File: src/design/gbdw_pkg.sv
// Shared types and codes for the graph walk core.
package gbdw_pkg;

  localparam int VERTEX_W = 4;
  localparam int VERTEX_N = 16;

  localparam logic [1:0] FUNC_ADD = 2'd0;
  localparam logic [1:0] FUNC_BFS = 2'd1;
  localparam logic [1:0] FUNC_DFS = 2'd2;

  localparam logic [1:0] KIND_VISIT  = 2'd0;
  localparam logic [1:0] KIND_PATH   = 2'd1;
  localparam logic [1:0] KIND_NOPATH = 2'd2;

  localparam logic [2:0] VS_CUR = 3'd0;
  localparam logic [2:0] VS_SRC = 3'd1;
  localparam logic [2:0] VS_DST = 3'd2;
  localparam logic [2:0] VS_TOP = 3'd3;
  localparam logic [2:0] VS_IDX = 3'd4;

  typedef struct packed {
    logic       load;
    logic       add;
    logic       bfs_init;
    logic       dfs_init;
    logic       deq;
    logic       scan_init;
    logic       scan_rev;
    logic       scan_run;
    logic       pop;
    logic       dfs_visit;
    logic       trace_init;
    logic       trace_step;
    logic       path_step;
    logic       out_step;
    logic       emit;
    logic [1:0] kind;
    logic [2:0] vsel;
    logic       last;
  } cmd_t;

  typedef struct packed {
    logic [1:0] func;
    logic       src_bad;
    logic       cur_is_dst;
    logic       edges_empty;
    logic       q_empty;
    logic       sp_zero;
    logic       scan_done;
    logic       t_is_start;
    logic       n_is_one;
    logic       oidx_last;
    logic       out_free;
  } status_t;

endpackage

File: src/design/graph_bfs_dfs_walk_core.sv
// Top level of the directed graph walker: breadth-first shortest path and depth-first walk.
//
//  channel  dir  tdata                               tuser     tlast
//  s_axis   in   [3:0] src_vertex, [7:4] dst_vertex  [1:0] func  -
//  m_axis   out  [3:0] vertex, [4] overflow          [1:0] kind  last
//
// An add-edge item appends its edge if both vertices are in range and the store has room;
// a query scans the stored edges, one read at a time from the single-port edge store, for
// each vertex taken from the queue or stack. One item is worked on at a time.
// Reset empties the edge list and clears all flags; no clearing pass is needed.
// A stalled result holds in the output register; the next item is accepted meanwhile.
module graph_bfs_dfs_walk_core #(
  parameter int NUM_VERTICES = 16,
  parameter int MAX_EDGES    = 64,
  parameter int STACK_DEPTH  = 128
) (
  input  logic       clk_i,
  input  logic       rst_ni,
  input  logic       s_axis_tvalid,
  output logic       s_axis_tready,
  input  logic [7:0] s_axis_tdata,   // src_vertex, dst_vertex
  input  logic [1:0] s_axis_tuser,   // func
  output logic       m_axis_tvalid,
  input  logic       m_axis_tready,
  output logic [7:0] m_axis_tdata,   // vertex, overflow
  output logic [1:0] m_axis_tuser,   // kind
  output logic       m_axis_tlast
);

  gbdw_pkg::cmd_t    cmd;
  gbdw_pkg::status_t st;
  logic [3:0]        out_vertex;
  logic              out_ovf;

  gbdw_ctrl u_ctrl (
    .clk_i      (clk_i),
    .rst_ni     (rst_ni),
    .in_valid_i (s_axis_tvalid),
    .in_ready_o (s_axis_tready),
    .st_i       (st),
    .cmd_o      (cmd)
  );

  gbdw_dpath #(
    .NUM_VERTICES (NUM_VERTICES),
    .MAX_EDGES    (MAX_EDGES),
    .STACK_DEPTH  (STACK_DEPTH)
  ) u_dpath (
    .clk_i        (clk_i),
    .rst_ni       (rst_ni),
    .cmd_i        (cmd),
    .st_o         (st),
    .in_func_i    (s_axis_tuser),
    .in_src_i     (s_axis_tdata[3:0]),
    .in_dst_i     (s_axis_tdata[7:4]),
    .out_valid_o  (m_axis_tvalid),
    .out_ready_i  (m_axis_tready),
    .out_kind_o   (m_axis_tuser),
    .out_vertex_o (out_vertex),
    .out_last_o   (m_axis_tlast),
    .out_ovf_o    (out_ovf)
  );

  assign m_axis_tdata = {3'b000, out_ovf, out_vertex};

endmodule

File: src/design/gbdw_ctrl.sv
// Sequencer that steps the datapath through edge adds and graph walks.
module gbdw_ctrl (
  input  logic             clk_i,
  input  logic             rst_ni,
  input  logic             in_valid_i,
  output logic             in_ready_o,
  input  gbdw_pkg::status_t st_i,
  output gbdw_pkg::cmd_t    cmd_o
);

  localparam logic [3:0] S_IDLE    = 4'd0;
  localparam logic [3:0] S_DECODE  = 4'd1;
  localparam logic [3:0] S_BADSRC  = 4'd2;
  localparam logic [3:0] S_BPOP    = 4'd3;
  localparam logic [3:0] S_BEMIT   = 4'd4;
  localparam logic [3:0] S_BSCAN   = 4'd5;
  localparam logic [3:0] S_BNOPATH = 4'd6;
  localparam logic [3:0] S_TRACE   = 4'd7;
  localparam logic [3:0] S_BPATH   = 4'd8;
  localparam logic [3:0] S_DPOP    = 4'd9;
  localparam logic [3:0] S_DVISIT  = 4'd10;
  localparam logic [3:0] S_DSCAN   = 4'd11;
  localparam logic [3:0] S_DOUT    = 4'd12;

  logic [3:0] state_q, state_d;

  always_ff @(posedge clk_i or negedge rst_ni) begin
    if (!rst_ni) begin
      state_q <= S_IDLE;
    end else begin
      state_q <= state_d;
    end
  end

  assign in_ready_o = (state_q == S_IDLE);

  always_comb begin
    state_d = state_q;
    cmd_o   = '0;
    case (state_q)
      S_IDLE: begin
        if (in_valid_i) begin
          cmd_o.load = 1'b1;
          state_d    = S_DECODE;
        end
      end
      S_DECODE: begin
        if (st_i.func == gbdw_pkg::FUNC_ADD) begin
          cmd_o.add = 1'b1;
          state_d   = S_IDLE;
        end else if (st_i.func != gbdw_pkg::FUNC_BFS && st_i.func != gbdw_pkg::FUNC_DFS) begin
          state_d = S_IDLE;
        end else if (st_i.src_bad) begin
          state_d = S_BADSRC;
        end else if (st_i.func == gbdw_pkg::FUNC_BFS) begin
          cmd_o.bfs_init = 1'b1;
          state_d        = S_BPOP;
        end else begin
          cmd_o.dfs_init = 1'b1;
          state_d        = S_DPOP;
        end
      end
      S_BADSRC: begin
        if (st_i.out_free) begin
          cmd_o.emit = 1'b1;
          cmd_o.kind = gbdw_pkg::KIND_NOPATH;
          cmd_o.vsel = gbdw_pkg::VS_SRC;
          cmd_o.last = 1'b1;
          state_d    = S_IDLE;
        end
      end
      S_BPOP: begin
        if (st_i.q_empty) begin
          state_d = S_BNOPATH;
        end else begin
          cmd_o.deq = 1'b1;
          state_d   = S_BEMIT;
        end
      end
      S_BEMIT: begin
        if (st_i.out_free) begin
          cmd_o.emit = 1'b1;
          cmd_o.kind = gbdw_pkg::KIND_VISIT;
          cmd_o.vsel = gbdw_pkg::VS_CUR;
          if (st_i.cur_is_dst) begin
            cmd_o.trace_init = 1'b1;
            state_d          = S_TRACE;
          end else if (st_i.edges_empty) begin
            state_d = S_BPOP;
          end else begin
            cmd_o.scan_init = 1'b1;
            state_d         = S_BSCAN;
          end
        end
      end
      S_BSCAN: begin
        cmd_o.scan_run = 1'b1;
        if (st_i.scan_done) begin
          state_d = S_BPOP;
        end
      end
      S_BNOPATH: begin
        if (st_i.out_free) begin
          cmd_o.emit = 1'b1;
          cmd_o.kind = gbdw_pkg::KIND_NOPATH;
          cmd_o.vsel = gbdw_pkg::VS_DST;
          cmd_o.last = 1'b1;
          state_d    = S_IDLE;
        end
      end
      S_TRACE: begin
        cmd_o.trace_step = 1'b1;
        if (st_i.t_is_start) begin
          state_d = S_BPATH;
        end
      end
      S_BPATH: begin
        if (st_i.out_free) begin
          cmd_o.emit      = 1'b1;
          cmd_o.kind      = gbdw_pkg::KIND_PATH;
          cmd_o.vsel      = gbdw_pkg::VS_TOP;
          cmd_o.last      = st_i.n_is_one;
          cmd_o.path_step = 1'b1;
          if (st_i.n_is_one) begin
            state_d = S_IDLE;
          end
        end
      end
      S_DPOP: begin
        if (st_i.sp_zero) begin
          state_d = S_DOUT;
        end else begin
          cmd_o.pop = 1'b1;
          state_d   = S_DVISIT;
        end
      end
      S_DVISIT: begin
        cmd_o.dfs_visit = 1'b1;
        if (st_i.edges_empty) begin
          state_d = S_DPOP;
        end else begin
          cmd_o.scan_init = 1'b1;
          cmd_o.scan_rev  = 1'b1;
          state_d         = S_DSCAN;
        end
      end
      S_DSCAN: begin
        cmd_o.scan_run = 1'b1;
        if (st_i.scan_done) begin
          state_d = S_DPOP;
        end
      end
      S_DOUT: begin
        if (st_i.out_free) begin
          cmd_o.emit     = 1'b1;
          cmd_o.kind     = gbdw_pkg::KIND_VISIT;
          cmd_o.vsel     = gbdw_pkg::VS_IDX;
          cmd_o.last     = st_i.oidx_last;
          cmd_o.out_step = 1'b1;
          if (st_i.oidx_last) begin
            state_d = S_IDLE;
          end
        end
      end
      default: begin
        state_d = S_IDLE;
      end
    endcase
  end

endmodule

File: src/design/gbdw_dpath.sv
// Edge store, walk stores, edge scanner and result register of the graph walk core.
module gbdw_dpath #(
  parameter int NUM_VERTICES = 16,
  parameter int MAX_EDGES    = 64,
  parameter int STACK_DEPTH  = 128
) (
  input  logic                          clk_i,
  input  logic                          rst_ni,
  input  gbdw_pkg::cmd_t                cmd_i,
  output gbdw_pkg::status_t             st_o,
  input  logic [1:0]                    in_func_i,
  input  logic [gbdw_pkg::VERTEX_W-1:0] in_src_i,
  input  logic [gbdw_pkg::VERTEX_W-1:0] in_dst_i,
  output logic                          out_valid_o,
  input  logic                          out_ready_i,
  output logic [1:0]                    out_kind_o,
  output logic [gbdw_pkg::VERTEX_W-1:0] out_vertex_o,
  output logic                          out_last_o,
  output logic                          out_ovf_o
);

  localparam int VW   = gbdw_pkg::VERTEX_W;
  localparam int VN   = gbdw_pkg::VERTEX_N;
  localparam int QCAP = (NUM_VERTICES < VN) ? NUM_VERTICES : VN;
  localparam int QIW  = $clog2(QCAP);
  localparam int QCW  = $clog2(QCAP + 1);
  localparam int EAW  = (MAX_EDGES > 1) ? $clog2(MAX_EDGES) : 1;
  localparam int ECW  = $clog2(MAX_EDGES + 1);
  localparam int SAW  = $clog2(STACK_DEPTH);
  localparam int SPW  = $clog2(STACK_DEPTH + 1);
  localparam int NW   = $clog2(VN + 1);

  logic [VW-1:0] esrc_mem [MAX_EDGES];
  logic [VW-1:0] etgt_mem [MAX_EDGES];
  logic [VW-1:0] stk_mem  [STACK_DEPTH];
  logic [VW-1:0] queue_q  [QCAP];
  logic [VW-1:0] parent_q [VN];
  logic [VW-1:0] rbuf_q   [VN];

  logic [1:0]     func_q;
  logic [VW-1:0]  src_q, dst_q, cur_q, t_q;
  logic [ECW-1:0] ecount_q;
  logic           eovf_q, sovf_q;
  logic [VN-1:0]  visited_q;
  logic [QCW-1:0] head_q, tail_q;
  logic [SPW-1:0] sp_q;
  logic [NW-1:0]  n_q, oidx_q;
  logic [EAW-1:0] idx_q;
  logic           issue_q, pend_q, plast_q, rev_q;
  logic [VW-1:0]  es_rd_q, et_rd_q, stk_rd_q;

  logic [ECW-1:0] ecount_m1;
  logic [EAW-1:0] idx_end;
  logic           add_ok, hit, stk_we;
  logic [SAW-1:0] stk_wa;
  logic [VW-1:0]  stk_wd, vsel_v;
  logic [NW-1:0]  n_m1;

  assign ecount_m1 = ecount_q - ECW'(1);
  assign idx_end   = rev_q ? '0 : ecount_m1[EAW-1:0];
  assign add_ok    = (32'(src_q) < NUM_VERTICES) && (32'(dst_q) < NUM_VERTICES);
  assign hit       = cmd_i.scan_run && pend_q && (es_rd_q == cur_q) && !visited_q[et_rd_q];
  assign n_m1      = n_q - NW'(1);

  always_comb begin
    stk_we = 1'b0;
    stk_wa = sp_q[SAW-1:0];
    stk_wd = et_rd_q;
    if (cmd_i.dfs_init) begin
      stk_we = 1'b1;
      stk_wa = '0;
      stk_wd = src_q;
    end else if (hit && rev_q && (sp_q < SPW'(STACK_DEPTH))) begin
      stk_we = 1'b1;
    end
  end

  always_ff @(posedge clk_i) begin
    if (cmd_i.add && add_ok && (ecount_q < ECW'(MAX_EDGES))) begin
      esrc_mem[ecount_q[EAW-1:0]] <= src_q;
      etgt_mem[ecount_q[EAW-1:0]] <= dst_q;
    end
    if (cmd_i.scan_run && issue_q) begin
      es_rd_q <= esrc_mem[idx_q];
      et_rd_q <= etgt_mem[idx_q];
    end
  end

  always_ff @(posedge clk_i) begin
    if (stk_we) begin
      stk_mem[stk_wa] <= stk_wd;
    end
    if (cmd_i.pop) begin
      stk_rd_q <= stk_mem[sp_q[SAW-1:0] - SAW'(1)];
    end
  end

  always_ff @(posedge clk_i) begin
    if (cmd_i.load) begin
      func_q <= in_func_i;
      src_q  <= in_src_i;
      dst_q  <= in_dst_i;
    end
    if (cmd_i.bfs_init) begin
      queue_q[0] <= src_q;
    end
    if (cmd_i.deq) begin
      cur_q <= queue_q[head_q[QIW-1:0]];
    end
    if (cmd_i.dfs_visit) begin
      cur_q <= stk_rd_q;
      if (!visited_q[stk_rd_q]) begin
        rbuf_q[n_q[VW-1:0]] <= stk_rd_q;
      end
    end
    if (hit && !rev_q && (tail_q < QCW'(QCAP))) begin
      parent_q[et_rd_q]          <= cur_q;
      queue_q[tail_q[QIW-1:0]]   <= et_rd_q;
    end
    if (cmd_i.trace_init) begin
      t_q <= dst_q;
    end
    if (cmd_i.trace_step) begin
      rbuf_q[n_q[VW-1:0]] <= t_q;
      if (t_q != src_q) begin
        t_q <= parent_q[t_q];
      end
    end
  end

  always_ff @(posedge clk_i or negedge rst_ni) begin
    if (!rst_ni) begin
      ecount_q  <= '0;
      eovf_q    <= 1'b0;
      sovf_q    <= 1'b0;
      visited_q <= '0;
      head_q    <= '0;
      tail_q    <= '0;
      sp_q      <= '0;
      n_q       <= '0;
      oidx_q    <= '0;
      idx_q     <= '0;
      issue_q   <= 1'b0;
      pend_q    <= 1'b0;
      plast_q   <= 1'b0;
      rev_q     <= 1'b0;
    end else begin
      if (cmd_i.load) begin
        sovf_q <= 1'b0;
      end
      if (cmd_i.add && add_ok) begin
        if (ecount_q < ECW'(MAX_EDGES)) begin
          ecount_q <= ecount_q + ECW'(1);
        end else begin
          eovf_q <= 1'b1;
        end
      end
      if (cmd_i.bfs_init) begin
        visited_q <= VN'(1) << src_q;
        head_q    <= '0;
        tail_q    <= QCW'(1);
      end
      if (cmd_i.dfs_init) begin
        visited_q <= '0;
        sp_q      <= SPW'(1);
        n_q       <= '0;
        oidx_q    <= '0;
      end
      if (cmd_i.deq) begin
        head_q <= head_q + QCW'(1);
      end
      if (cmd_i.pop) begin
        sp_q <= sp_q - SPW'(1);
      end
      if (cmd_i.dfs_visit && !visited_q[stk_rd_q]) begin
        visited_q[stk_rd_q] <= 1'b1;
        n_q                 <= n_q + NW'(1);
      end
      if (cmd_i.scan_init) begin
        rev_q   <= cmd_i.scan_rev;
        idx_q   <= cmd_i.scan_rev ? ecount_m1[EAW-1:0] : '0;
        issue_q <= 1'b1;
        pend_q  <= 1'b0;
      end
      if (cmd_i.scan_run) begin
        pend_q <= issue_q;
        if (issue_q) begin
          plast_q <= (idx_q == idx_end);
          if (idx_q == idx_end) begin
            issue_q <= 1'b0;
          end
          idx_q <= rev_q ? idx_q - EAW'(1) : idx_q + EAW'(1);
        end
      end
      if (hit) begin
        if (!rev_q) begin
          if (tail_q < QCW'(QCAP)) begin
            visited_q[et_rd_q] <= 1'b1;
            tail_q             <= tail_q + QCW'(1);
          end
        end else if (sp_q < SPW'(STACK_DEPTH)) begin
          sp_q <= sp_q + SPW'(1);
        end else begin
          sovf_q <= 1'b1;
        end
      end
      if (cmd_i.trace_init) begin
        n_q <= '0;
      end
      if (cmd_i.trace_step) begin
        n_q <= n_q + NW'(1);
      end
      if (cmd_i.path_step) begin
        n_q <= n_m1;
      end
      if (cmd_i.out_step) begin
        oidx_q <= oidx_q + NW'(1);
      end
    end
  end

  always_comb begin
    case (cmd_i.vsel)
      gbdw_pkg::VS_CUR: vsel_v = cur_q;
      gbdw_pkg::VS_SRC: vsel_v = src_q;
      gbdw_pkg::VS_DST: vsel_v = dst_q;
      gbdw_pkg::VS_TOP: vsel_v = rbuf_q[n_m1[VW-1:0]];
      gbdw_pkg::VS_IDX: vsel_v = rbuf_q[oidx_q[VW-1:0]];
      default:          vsel_v = cur_q;
    endcase
  end

  always_ff @(posedge clk_i or negedge rst_ni) begin
    if (!rst_ni) begin
      out_valid_o <= 1'b0;
    end else if (cmd_i.emit) begin
      out_valid_o <= 1'b1;
    end else if (out_ready_i) begin
      out_valid_o <= 1'b0;
    end
  end

  always_ff @(posedge clk_i) begin
    if (cmd_i.emit) begin
      out_kind_o   <= cmd_i.kind;
      out_vertex_o <= vsel_v;
      out_last_o   <= cmd_i.last;
      out_ovf_o    <= eovf_q | sovf_q;
    end
  end

  assign st_o.func        = func_q;
  assign st_o.src_bad     = !(32'(src_q) < NUM_VERTICES);
  assign st_o.cur_is_dst  = (cur_q == dst_q);
  assign st_o.edges_empty = (ecount_q == '0);
  assign st_o.q_empty     = (head_q == tail_q);
  assign st_o.sp_zero     = (sp_q == '0);
  assign st_o.scan_done   = pend_q && plast_q;
  assign st_o.t_is_start  = (t_q == src_q);
  assign st_o.n_is_one    = (n_q == NW'(1));
  assign st_o.oidx_last   = (oidx_q == n_m1);
  assign st_o.out_free    = !out_valid_o || out_ready_i;

endmodule
File: config.mk
export PLATFORM = sky130hd
export DESIGN_NAME = graph_bfs_dfs_walk_core
export DESIGN_NICKNAME = d
export VERILOG_FILES = /design/src/design/gbdw_pkg.sv /design/src/design/graph_bfs_dfs_walk_core.sv /design/src/design/gbdw_ctrl.sv /design/src/design/gbdw_dpath.sv
export SDC_FILE = /design/constraint.sdc
export NUM_CORES = 2
export LEC_CHECK = 0
export BUFFER_PORTS_ARGS = -buffer_cell sky130_fd_sc_hd__buf_2
export CORE_MARGIN = 2
export CORE_UTILIZATION = 50
export CTS_CLUSTER_SIZE = 8
export DETAILED_ROUTE_END_ITERATION = 16
export GPL_ROUTABILITY_DRIVEN = 0
export GPL_TIMING_DRIVEN = 0
export PLACE_DENSITY = 0.76
export SYNTH_ARGS = -nofsm -noshare
export SYNTH_HDL_FRONTEND = slang
export SYNTH_HIERARCHICAL = 1
export SYNTH_SLANG_ARGS = --single-unit
File: constraint.sdc
create_clock -name clk_i -period 13.6 [get_ports clk_i]
set_clock_uncertainty 0.1 [all_clocks]
set_input_delay 4.08 -clock clk_i [delete_from_list [all_inputs] [get_ports clk_i]]
set_output_delay 4.08 -clock clk_i [all_outputs]
set_load 0.005 [all_outputs]
; Word level (Yosys, flattened, before mapping)
; Memory sizes are Yosys's and may differ from the RTL's. A register that Yosys moved wholly into a read port is not among the register bits.
; Cells that the tools add are included.
[word_totals]
register_bits = 94
latchBits = 0
ram_bits = 1216
mem_bits_ro = 0
input_bits = 14
output_inout_bits = 13
elab_cells = 258
n_memories = 6
[mem_list]
columns = name, depth, word_bits, rd, rd_clocked_by_memory_dff, wr, line
row1 = u_dpath.stk_mem, 128, 4, 1, 1, 1, gbdw_dpath.sv:35  ; logic [VW-1:0] stk_mem [STACK_DEPTH];
row2 = u_dpath.esrc_mem, 64, 4, 1, 1, 1, gbdw_dpath.sv:33  ; logic [VW-1:0] esrc_mem [MAX_EDGES];
row3 = u_dpath.etgt_mem, 64, 4, 1, 1, 1, gbdw_dpath.sv:34  ; logic [VW-1:0] etgt_mem [MAX_EDGES];
row4 = u_dpath.parent_q, 16, 4, 1, 1, 1, gbdw_dpath.sv:37  ; logic [VW-1:0] parent_q [VN];
row5 = u_dpath.queue_q, 16, 4, 1, 0, 1, gbdw_dpath.sv:36  ; logic [VW-1:0] queue_q [QCAP];
row6 = u_dpath.rbuf_q, 16, 4, 2, 0, 1, gbdw_dpath.sv:38  ; logic [VW-1:0] rbuf_q [VN];
[classes]
n_addsub = 12
mul = 0
n_div = 0
order_cmp = 7
n_eq_ne = 37
shifts = 1
muxes = 129
bitwise_logic = 5
reduce_logical = 36
[op_table]
columns = cell, count
row1 = 16-bit two-way mux, 6
row2 = 4-bit two-way mux, 22
row3 = 5-bit two-way mux, 12
row4 = 1-bit two-way mux, 54
row5 = 8-bit two-way mux, 6
row6 = 4-bit one-hot mux with 12 select lines, 1
row7 = 6-bit two-way mux, 7
row8 = 16-bit bitwise OR, 2
row9 = 6-bit one-hot mux with 5 select lines, 1
row10 = 7-bit two-way mux, 4
row11 = 5-bit by 1-bit adder with 5-bit output (second input constant), 4
row12 = 4-bit equality test (second input constant), 5
row13 = 4-bit by 3-bit equality test with 1-bit output (second input constant), 4
row14 = 2-bit != test (second input constant), 8
row15 = 4-bit one-hot mux with 4 select lines, 1
row16 = 1-bit by 4-bit << shifter with 16-bit output (first input constant), 1
row17 = 1-bit logical AND, 14
row18 = 4-bit equality test, 3
row19 = 3-bit two-way mux, 4
row20 = 6-bit by 1-bit subtractor with 6-bit output (second input constant), 2
row21 = 5-bit equality test, 2
row22 = 4-bit by 5-bit less-than comparator with 1-bit output (second input constant), 2
row23 = 2-bit two-way mux, 5
row24 = 10-bit AND reduction, 1
row25 = other kinds (37), 56

; Depth between registers and ports, before layout
[depth]
depth_word = 13
depth_mapped = 14
mapped_depth_nobuf = 10

; Cells and area by module
; Netlist, hierarchy kept.
[by_module_without_submodules]
columns = mod, instances, cells_per_inst, area_each_um2, seq_area_each_um2
row1 = gbdw_dpath, 1, 2871, 54481.0, 39217.6
row2 = gbdw_ctrl, 1, 99, 710.7, 100.1
row3 = graph_bfs_dfs_walk_core, 1, 5, 33.8, 0.0

; Least setup slack after synthesis
; No wires, ideal clock.
[synth_timing]
kind = register to register
start = register u_ctrl.state_q[0]
end = memory u_dpath/stk_mem[0][3] (netlist name) (data pin)
setup_ns = 1.198
t_arrival_ns = 6.540
required_ns = 12.302
setup_slack_ns = 5.763
stages_incl_launch_ff = 9
n_path_buf = 4
period_less_slack_ns = 7.837
cell_sequence = dfrtp_1 -> buf_2 -> or2b_2 -> nor4_4 -> and3b_1 -> clkbuf_1 -> clkbuf_1 -> buf_1 -> o21ai_0
[synth_lines]
columns = item, line
row1 = from (decl), gbdw_ctrl.sv:25  ; logic [3:0] state_q, state_d;
row2 = from (signal assigned), gbdw_ctrl.sv:31  ; state_q <= state_d;
row3 = to (decl), gbdw_dpath.sv:35

==> key figures <==
CTS
  – Post-CTS setup buffers: 0
  – CTS Buf Count: between 150 and 200
  – Clock transition at path regs: ~0.050 ns
  – Hold-fix buffers, CTS: 0
  – Max clock buf depth: 3
  – TritonCTS clock tree: done
  – H-tree depth: 4
  – Sink Count: about 1300
  – CTS resizes: 0
  – Worst-Skew Late Latency: ~0.78 ns
  – Root Buffer: clkbuf_16

Yosys
  – Commonest cells in the netlist: 1250 x edfxtp_1, 367 x mux4_2, 269 x nor2_1, 100 x clkbuf_1, 95 x nand2_1
  – Main synth FF type: edfxtp_1
  – Yosys reg bits: ~1300
  – Syn_area_per_cell: approximately 19 um2
  – Yosys cell types: 83
  – Synth area leader: edfxtp_1
  – Post-synth EDFFs: 1250
  – Post-Syn Area: ~0.055 mm2
  – Syn Inst Count: ~3000
  – Most common cell in the netlist: edfxtp_1
  – Sequential-to-total area share from yosys stat: 0.7119
  – Largest cells by area after synthesis: edfxtp_1 68%, mux4_2 15%, dfrtp_1 3.1%, nor2_1 1.8%, mux2i_1 1.1%
  – Synth Warn #: 6
  – Post-synth ARST share: 0.05144
  – Yosys top cell area share: 0.6797

Drt
  – Detailed router's first-iteration violation count: around 3900
  – Via count: a little over 30000
  – 1st-pass router iterations: 7
  – Via-to-Cell Ratio: about 6.3
  – Residual DRC: 0
  – Antenna Violating Nets Remaining: 0
  – Wirelength, routed: roughly 130000 um
  – Drt wl/cell: 27.69 um

Global route
  – Initial antenna violation count: 0
  – Gr ovfl total: 0
  – Largest net degree at the start of global routing: just over 80
  – Total Routing Usage GR: 0.2359
  – Vias in the first global route: about 31000
  – First-pass GRT wire length: slightly below 200000 um

Floorplanning
  – Initial Util: 0.5059
  – FP Rows: between 100 and 150
  – Die area: between 0.1 and 0.15 mm2
  – Die Width: 336.3 um
  – I/O pin total: 27
  – Core area: between 0.1 and 0.15 mm2
  – Chip Height: roughly 340 um

Worst setup path
  – Critical path capture point type: flop
  – CP startpoint kind: input port
  – CP arrival: between 6 and 7 ns
  – Slowest-stage cell, CP: nor3b_1
  – Crit Path Max Fanout: 7
  – Max incr delay on CP: ~0.62 ns
  – Crit path cell chain: buf_2 > nand2b_1 > and2_1 > and3_1 > nor3b_1 > nand2_1 > a211oi_1 > nor3_1 > o31ai_1 > o21ai_0
  – CP required: ~14 ns
  – Kind of critical path: input port to flop

Timing
  – Worst-Margin Slew: about 1.4 ns
  – Setup Viol. Count Final: 0
  – Final period util: 0.4693
  – Hold_ws: 0.3752 ns
  – Min Tclk post-route: around 6.4 ns
  – Final hold vios: 0
  – Final Max Tran Viols: 0
  – RSZ-0062 raised after global routing: no
  – Worst rel slew slack: 0.05525
  – F_max: between 150 and 200 MHz

Placement
  – Number of I/O port buffers: 23
  – DP Cell Count: around 4500
  – Detail Placement HPWL: 84770 um

Final layout
  – Ant. Diodes: 0
  – Layout cells sized above 1: 0.2411
  – Post-Layout Cell Count: between 4000 and 5000
  – Area Growth Syn to Fin: 14.55%
  – Nets: 3257

Power
  – Pwr Density: ~210 mW/mm2
  – Maximum vdd drop: 0.0001349 V
  – Cell leakage power: ~20 nW

Run status
  – Outcome: completed

Run
  – Maxcap violations: 0

Min path
  – Hold Path Class: flop to flop
## where the power goes
part           switching (W)  total, W  internal, W  leakage, nW
clock network        0.00165   0.00412      0.00248         2.49
registers           0.000119   0.00487      0.00475         12.2
logic                0.00239   0.00424      0.00185         5.69
## logic make-up (layout without fill, tap and decap cells)
family,Yosys count,count (layout),share of synthesized area
DFF,1322,1322,0.7119
and+or+nand+nor,632,632,0.05592
muxes,486,486,0.1731
AOI/OAI and AO/OA,245,245,0.02873
buffers and inverters,218,543,0.01731
xor gates and xnor gates,46,46,0.007295
adders and majority gates,24,24,0.005574
other,2,4,0.0001360
## critical path: cells and delay by family
family,cells,cell delay (ns)
buf+inv,1,0.07
simple gates,6,1.92
compound gates,3,0.65
## worst paths after layout
kind                            startpoint                       to  slack (ns)  depth (start not counted)
max in group asynchronous           rst_ni      u_dpath/out_valid_o        9.76                          2
min in group asynchronous           rst_ni         u_dpath/idx_q[4]        3.04                          1
setup reg to reg           u_dpath/sp_q[0]      u_dpath/stk_rd_q[3]        8.02                         14
hold reg to reg             u_dpath/eovf_q           u_dpath/eovf_q        0.38                          1
hold / removal              u_dpath/eovf_q           u_dpath/eovf_q        0.38                          1
setup / recovery             m_axis_tready  u_dpath/out_vertex_o[0]        7.22                         10
## per-layer routing
metal | wire [um] | up-vias | GRT usage
met5 | 0 | - | 0
met4 | 4292 | 0 | 0.08263
met3 | 13200 | 333 | 0.05190
met2 | 65030 | 1905 | 0.3838
met1 | 49790 | 15580 | 0.3163
li1 | - | 12480 | -
## metrics by stage
step | power, W | setup WS, ns | cell area (um2) | TNS [ns] | utilization
global placement | 0.008947 | -0.04584 | 57190 | -5.183 | 0.5240
global route | 0.01367 | 7.101 | 63260 | 0 | 0.5795
finish | 0.01322 | 7.218 | 63260 | 0 | 0.5795
detailed placement | 0.009090 | 6.539 | 58060 | 0 | 0.5319
floorplan | 0.007770 | 5.763 | 55230 | 0 | -
CTS | 0.01325 | 7.201 | 63240 | 0 | 0.5794
## sequential cells by signal, summed over array words and instances, names as in the netlist, 8 cells and up
register           cells
u_dpath/esrc_mem     256
u_dpath/etgt_mem     256
u_dpath/parent_q      64
u_dpath/queue_q       64
u_dpath/rbuf_q        64
u_dpath/sp_q           8
u_dpath/stk_mem      512
u_dpath/visited_q     16
## placed cells by master (no fill, tap or decap), types with 27 or more instances in the layout
master,synthesis,layout
mux2_2,52,49
o22ai_1,46,46
inv_1,34,34
mux2i_1,61,61
clkbuf_16,0,185
dfrtp_1,68,68
a21oi_1,54,54
nand3_1,31,31
a211oi_1,27,27
nand2b_1,27,27
o21ai_0,47,45
and3_1,28,28
mux4_2,367,367
nand2_1,95,95
buf_2,44,67
clkbuf_1,100,168
nor2_1,269,269
edfxtp_1,1250,1250
buf_16,0,28
nor3_1,33,32
## area by class of cell
type,instances,area (um2)
flip-flops and latches,1322,39320
inverters,37,138.9
multi-input cells,1437,15010
fillers,7617,45900
plain buffers,181,817.0
clock buffers,253,4885
clock inverters,15,296.5
repair buffers,57,952.2
well taps,1476,1847
Power figures use the tool's default switching activity.
